[config.mk]
export PLATFORM = sky130hd
export DESIGN_NAME = lpht_ctrl
export DESIGN_NICKNAME = d
export VERILOG_FILES = /design/src/design/lpht_pkg.sv /design/src/design/lpht_ctrl.sv
export SDC_FILE = /design/constraint.sdc
export NUM_CORES = 1
export LEC_CHECK = 0
export BUFFER_PORTS_ARGS = -buffer_cell sky130_fd_sc_hd__buf_2
export CAP_MARGIN = 25
export CORE_AREA = 2 2 39 41
export CTS_BUF_LIST = sky130_fd_sc_hd__clkbuf_2
export DETAILED_ROUTE_END_ITERATION = 10
export DIE_AREA = 0 0 41 43
export HOLD_SLACK_MARGIN = 0.03
export SLEW_MARGIN = 10
export SYNTH_ARGS = -nofsm -noshare
export SYNTH_HDL_FRONTEND = slang
export SYNTH_SLANG_ARGS = --single-unit
[constraint.sdc]
create_clock -name aclk -period 1.7 [get_ports aclk]
set_clock_uncertainty 0.1 [all_clocks]
set_input_delay 0.34 -clock aclk [delete_from_list [all_inputs] [get_ports aclk]]
set_output_delay 0.34 -clock aclk [all_outputs]
set_load 0.03 [all_outputs]
[src/design/lpht_pkg.sv]
`timescale 1ns / 1ps
`default_nettype none

package lpht_pkg;

    // Field widths of the stream words and the configuration register.
    localparam int KEY_W        = 31;
    localparam int STATUS_W     = 3;
    localparam int SLOT_W       = 10;
    localparam int PROBE_W      = 11;
    localparam int OCC_W        = 11;
    localparam int CFG_SIZE_W   = 11;
    localparam int S_TDATA_W    = 32;
    localparam int M_TDATA_W    = 40;
    localparam int M_FIELDS_W   = STATUS_W + SLOT_W + PROBE_W + OCC_W;
    localparam int APB_DATA_W   = 32;
    localparam int APB_ADDR_W   = 3;

    // Register map: word index of each configuration register.
    localparam logic REG_TABLE_SIZE = 1'b0;

    localparam logic [CFG_SIZE_W-1:0] TABLE_SIZE_RST = 11'd1024;

    // Operation selector carried on the input tuser bit.
    localparam logic KIND_INSERT = 1'b0;
    localparam logic KIND_SEARCH = 1'b1;

    // Result status codes.
    typedef enum logic [STATUS_W-1:0] {
        ST_INSERTED = 3'd0,
        ST_PRESENT  = 3'd1,
        ST_FULL     = 3'd2,
        ST_FOUND    = 3'd3,
        ST_MISSING  = 3'd4
    } lpht_status_t;

    // Commands from the controller to the datapath.
    typedef struct packed {
        logic clr_step;
        logic accept;
        logic div_step;
        logic probe_start;
        logic probe_adv;
        logic finish;
        logic out_load;
    } lpht_cmd_t;

    // Status from the datapath to the controller.
    typedef struct packed {
        logic clr_last;
        logic key_zero;
        logic div_last;
        logic term;
    } lpht_stat_t;

endpackage

`default_nettype wire

[src/design/lpht_ctrl.sv]
`timescale 1ns / 1ps
`default_nettype none

module lpht_ctrl
    import lpht_pkg::*;
(
    input  wire logic       aclk,
    input  wire logic       aresetn,
    input  wire logic       s_tvalid,
    output logic            s_tready,
    output logic            m_tvalid,
    input  wire logic       m_tready,
    input  wire lpht_stat_t stat,
    output lpht_cmd_t       cmd
);

    typedef enum logic [2:0] {
        S_CLEAR,
        S_IDLE,
        S_DIV,
        S_READ,
        S_PROBE,
        S_DONE
    } state_t;

    state_t state_reg;
    state_t state_next;
    logic   m_tvalid_reg;
    logic   m_tvalid_next;
    logic   out_free;

    assign out_free = !m_tvalid_reg || m_tready;

    // Sequencing of one operation: modulo, first read, probe walk, result.
    always_comb begin
        cmd        = '0;
        state_next = state_reg;
        unique case (state_reg)
            S_CLEAR: begin
                cmd.clr_step = 1'b1;
                if (stat.clr_last) begin
                    state_next = S_IDLE;
                end
            end
            S_IDLE: begin
                if (s_tvalid) begin
                    cmd.accept = 1'b1;
                    state_next = stat.key_zero ? S_DONE : S_DIV;
                end
            end
            S_DIV: begin
                cmd.div_step = 1'b1;
                if (stat.div_last) begin
                    cmd.probe_start = 1'b1;
                    state_next      = S_READ;
                end
            end
            S_READ: begin
                state_next = S_PROBE;
            end
            S_PROBE: begin
                if (stat.term) begin
                    cmd.finish = 1'b1;
                    state_next = S_DONE;
                end else begin
                    cmd.probe_adv = 1'b1;
                end
            end
            S_DONE: begin
                if (out_free) begin
                    cmd.out_load = 1'b1;
                    state_next   = S_IDLE;
                end
            end
            default: begin
                state_next = S_CLEAR;
            end
        endcase
    end

    // The output word stays valid until the receiver takes it.
    always_comb begin
        if (cmd.out_load) begin
            m_tvalid_next = 1'b1;
        end else if (m_tready) begin
            m_tvalid_next = 1'b0;
        end else begin
            m_tvalid_next = m_tvalid_reg;
        end
    end

    always_ff @(posedge aclk) begin
        if (!aresetn) begin
            state_reg    <= S_CLEAR;
            m_tvalid_reg <= 1'b0;
        end else begin
            state_reg    <= state_next;
            m_tvalid_reg <= m_tvalid_next;
        end
    end

    assign s_tready = (state_reg == S_IDLE);
    assign m_tvalid = m_tvalid_reg;

endmodule

`default_nettype wire

==> flow_metrics.py <==
metrics = {
    "worst_setup_path": {
        "worst_ep_arrival_time_ps": 1190,
        "critPathLaunchType": "flip-flop",
        "r2r_setup_slack_ps": 360,
        "worst_r2r_startpoint": "state_reg[1]$_SDFFE_PN0P_",
        "timing_worst_setup_path_type": "flip-flop to output port",
        "regToRegEndpoint": "state_reg[0]$_SDFFE_PN0P_",
        "critPathCaptureType": "output port",
        "reg2regPathDepth": 4,
        "path_max_fanout": 11,
        "worst_ep_required_time_ps": 1260,
    },
    "pwr": {
        "p_total_mw": 0.359,
        "powerDensity_nw_per_um2": 720,
        "total_leakage_power_nw": 0.212,
        "ir_worst_vdd_uv": 220,
    },
    "place": {
        "gp_congestion": 0.762,
        "dp_hpwl_um": 655,
        "port_buffers": 16,
    },
    "min_path": {
        "worstHoldStart": "aresetn",
        "worst_hold_class": "input port to flip-flop",
        "worst_hold_path.endpoint": "state_reg[0]$_SDFFE_PN0P_",
        "hold-path-cell-count": 2,
    },
    "synth": {
        "synth_fa_ha_area_share_pct": 0,
        "synth.ff_latch_count": 4,
        "syn_inst": 42,
        "netlist.area_leader.share_pct": 21.5,
        "synth_simple_gate_area_share_pct": 41.3,
        "synth.avg_cell_area_um2": 8.88,
        "synthesis.nets": 50,
        "yosys.cell_types.count": 27,
        "synth_compound_area_share_pct": 25.5,
        "largest_area_contributor_in_the_synthesized_netlist": "dfxtp_1",
        "synth_area_um2": 373,
        "synthMuxAreaShare_pct": 2.68,
        "main_combinational_cell_family_by_area_after_synthesis": "simple AND/OR/NAND/NOR gates",
        "seq_area_frac_synth_pct": 21.5,
        "synth-xor-area-share_pct": 0,
        "yosysWarningCount": 0,
        "yosys-top-cells-area": "dfxtp_1 (21%), buf_4 (8.1%), a2111oi_4 (7.4%)",
    },
    "sta": {
        "worst_slew_pin_slew_ps": 273,
        "finalWorstPathRequiredPeriod_ps": 1630,
        "rsz0062_at_grt": "no",
        "fmax_mhz": 613,
        "hold_ws_ps": 287,
        "setup-violations-final": 0,
        "final_min_period_over_clock_period_pct": 96.0,
        "final_hold_viols": 0,
        "setup_total_negative_slack_ps": 0,
        "timing_max_transition_violations_final": 0,
        "relSlewSlack_pct": 81.7,
    },
    "clocking": {
        "cts.sinks": 4,
        "clkSlewWorstSetupHoldPaths_ps": 50,
        "clkLatencyLatePin_ps": 220,
        "cts_tree": "yes",
        "cts_max_level": 1,
        "cts_setup_buffers": 0,
        "maximum_buffer_depth_of_the_clock_tree": 2,
        "cts-buffers-inserted": 3,
        "clockRootBuffer": "clkbuf_2",
    },
    "routing": {
        "routed-via-count": 379,
        "detail_route.wl_per_cell_um": 11.0,
        "firstDrtPassIters": 2,
        "initialDrtViolationCount": 4,
        "drtAntennaViolNets": 0,
        "route.detailed.drc": 0,
        "postRouteWirelength_um": 839,
        "routed_via_density": 4.99,
    },
    "layout": {
        "total_area_of_multi_input_combinational_cells_um2": 269,
        "drive_above_1_share_pct": 56.7,
        "area.growth.synth_to_final_pct": 33.9,
        "mostFrequentLayoutCell": "buf_2",
        "n_antenna_cell": 0,
        "final_layout_net_count": 70,
        "max_reg_flops": 3,
        "fillers": 154,
        "mostFrequentLayoutCells": "buf_2 (15), buf_4 (4), nor2_2 (3), a21oi_1 (3), clkbuf_2 (3)",
        "area.sequential_um2": 86.3,
    },
    "grt": {
        "grt_pass1_wl_mm": 1.30,
        "grt_overflow": 0,
        "grt_start_max_net_pins": 12,
        "first_global_vias": 325,
        "initial_antenna_violation_count": 0,
        "grt_use_total_pct": 11.2,
    },
    "floorplanning": {
        "die-height_um": 43,
        "die_width_um": 41,
        "initial_core_util_pct": 26.9,
        "core_um2": 1380,
        "pin_count": 17,
        "fp-row-count": 14,
        "dieArea_um2": 1760,
    },
    "flow_run": {
        "max-cap-violations": 0,
    },
    "run_status": {
        "status": "complete, no violations",
    },
}
-- worst max-delay path by stage --
| stage | from | endpoint |
|---|---|---|
| after floorplan | state_reg[2]$_SDFFE_PN0P_ | cmd[6] |
| after global placement | state_reg[0]$_SDFFE_PN0P_ | cmd[1] |
| after detailed placement | state_reg[0]$_SDFFE_PN0P_ | cmd[5] |
| after CTS | state_reg[2]$_SDFFE_PN0P_ | cmd[1] |
| after global routing | state_reg[0]$_SDFFE_PN0P_ | cmd[1] |
| final | state_reg[0]$_SDFFE_PN0P_ | cmd[1] |
-- layout make-up --
cell class	instances	area share (%)
clock buffer	3	3.01
timing repair buffer	19	21.1
sequential	4	17.3
multi-input combinational	33	53.9
tap	16	4.01
inverter	1	0.752
-- metal layers --
| layer | vias to the layer above | GRT usage (%) | part of all wire (%) |
|---|---|---|---|
| met3 | 2 | 1.57 | 5.0 |
| met4 | 0 | 10.0 | 2.5 |
| met5 | - | 0 | 0 |
| li1 | 187 | - | - |
| met2 | 14 | 16.9 | 48 |
| met1 | 176 | 12.7 | 44 |
-- worst max-delay path: stages, from the launching register on --
cell and delay [ps]:
dfxtp_4 390, or2b_1 260, nor3b_2 150, buf_4 170
-- through the flow --
stage,worst slack (ps),std cells,instance area (um2),utilization [%]
2_1_floorplan,14.9,42,380,-
3_3_place_gp,190,73,473,34.2
3_5_place_dp,157,73,473,34.2
4_1_cts,0.740,76,489,35.4
5_1_grt,6.31,76,499,36.1
6_report,67.5,76,499,36.1
-- kinds of logic (layout without fill, tap and decap cells) --
group                  Yosys count  count (layout)
AOI/OAI and AO/OA               11              11
DFF                              4               4
and+or+nand+nor                 21              21
buffers and inverters            5              23
muxes                            1               1
-- cell usage after synthesis --
library cell,instances
nand2b_4,1
nand4b_1,1
a2111oi_4,1
nand2_1,2
nand3b_1,1
a211oi_2,1
or2b_1,1
nor4b_4,1
nor3_1,2
a21oi_1,3
mux2i_1,1
nor2_2,1
and3_1,1
dfxtp_1,4
o21ai_0,2
nor2_1,3
o31a_1,1
inv_1,1
buf_4,4
o211ai_1,1
o22ai_1,1
nor2b_1,2
nor3b_1,1
and2_1,2
a21boi_0,1
nand2b_1,1
nor3b_2,1
-- where the power goes --
group	leakage (nW)	switching, mW	internal [mW]
Combinational	0.166	0.0851	0.0595
Clock	0.0125	0.0454	0.0475
Sequential	0.0341	0.0182	0.104
-- what timing repair did --
item	in CTS	in global routing
setup endpoints to repair	6	6
pin swaps	0	1
hold buffers	0	0
resized for setup	1	6
gates cloned	0	0
(Power assumes the default switching activity.)
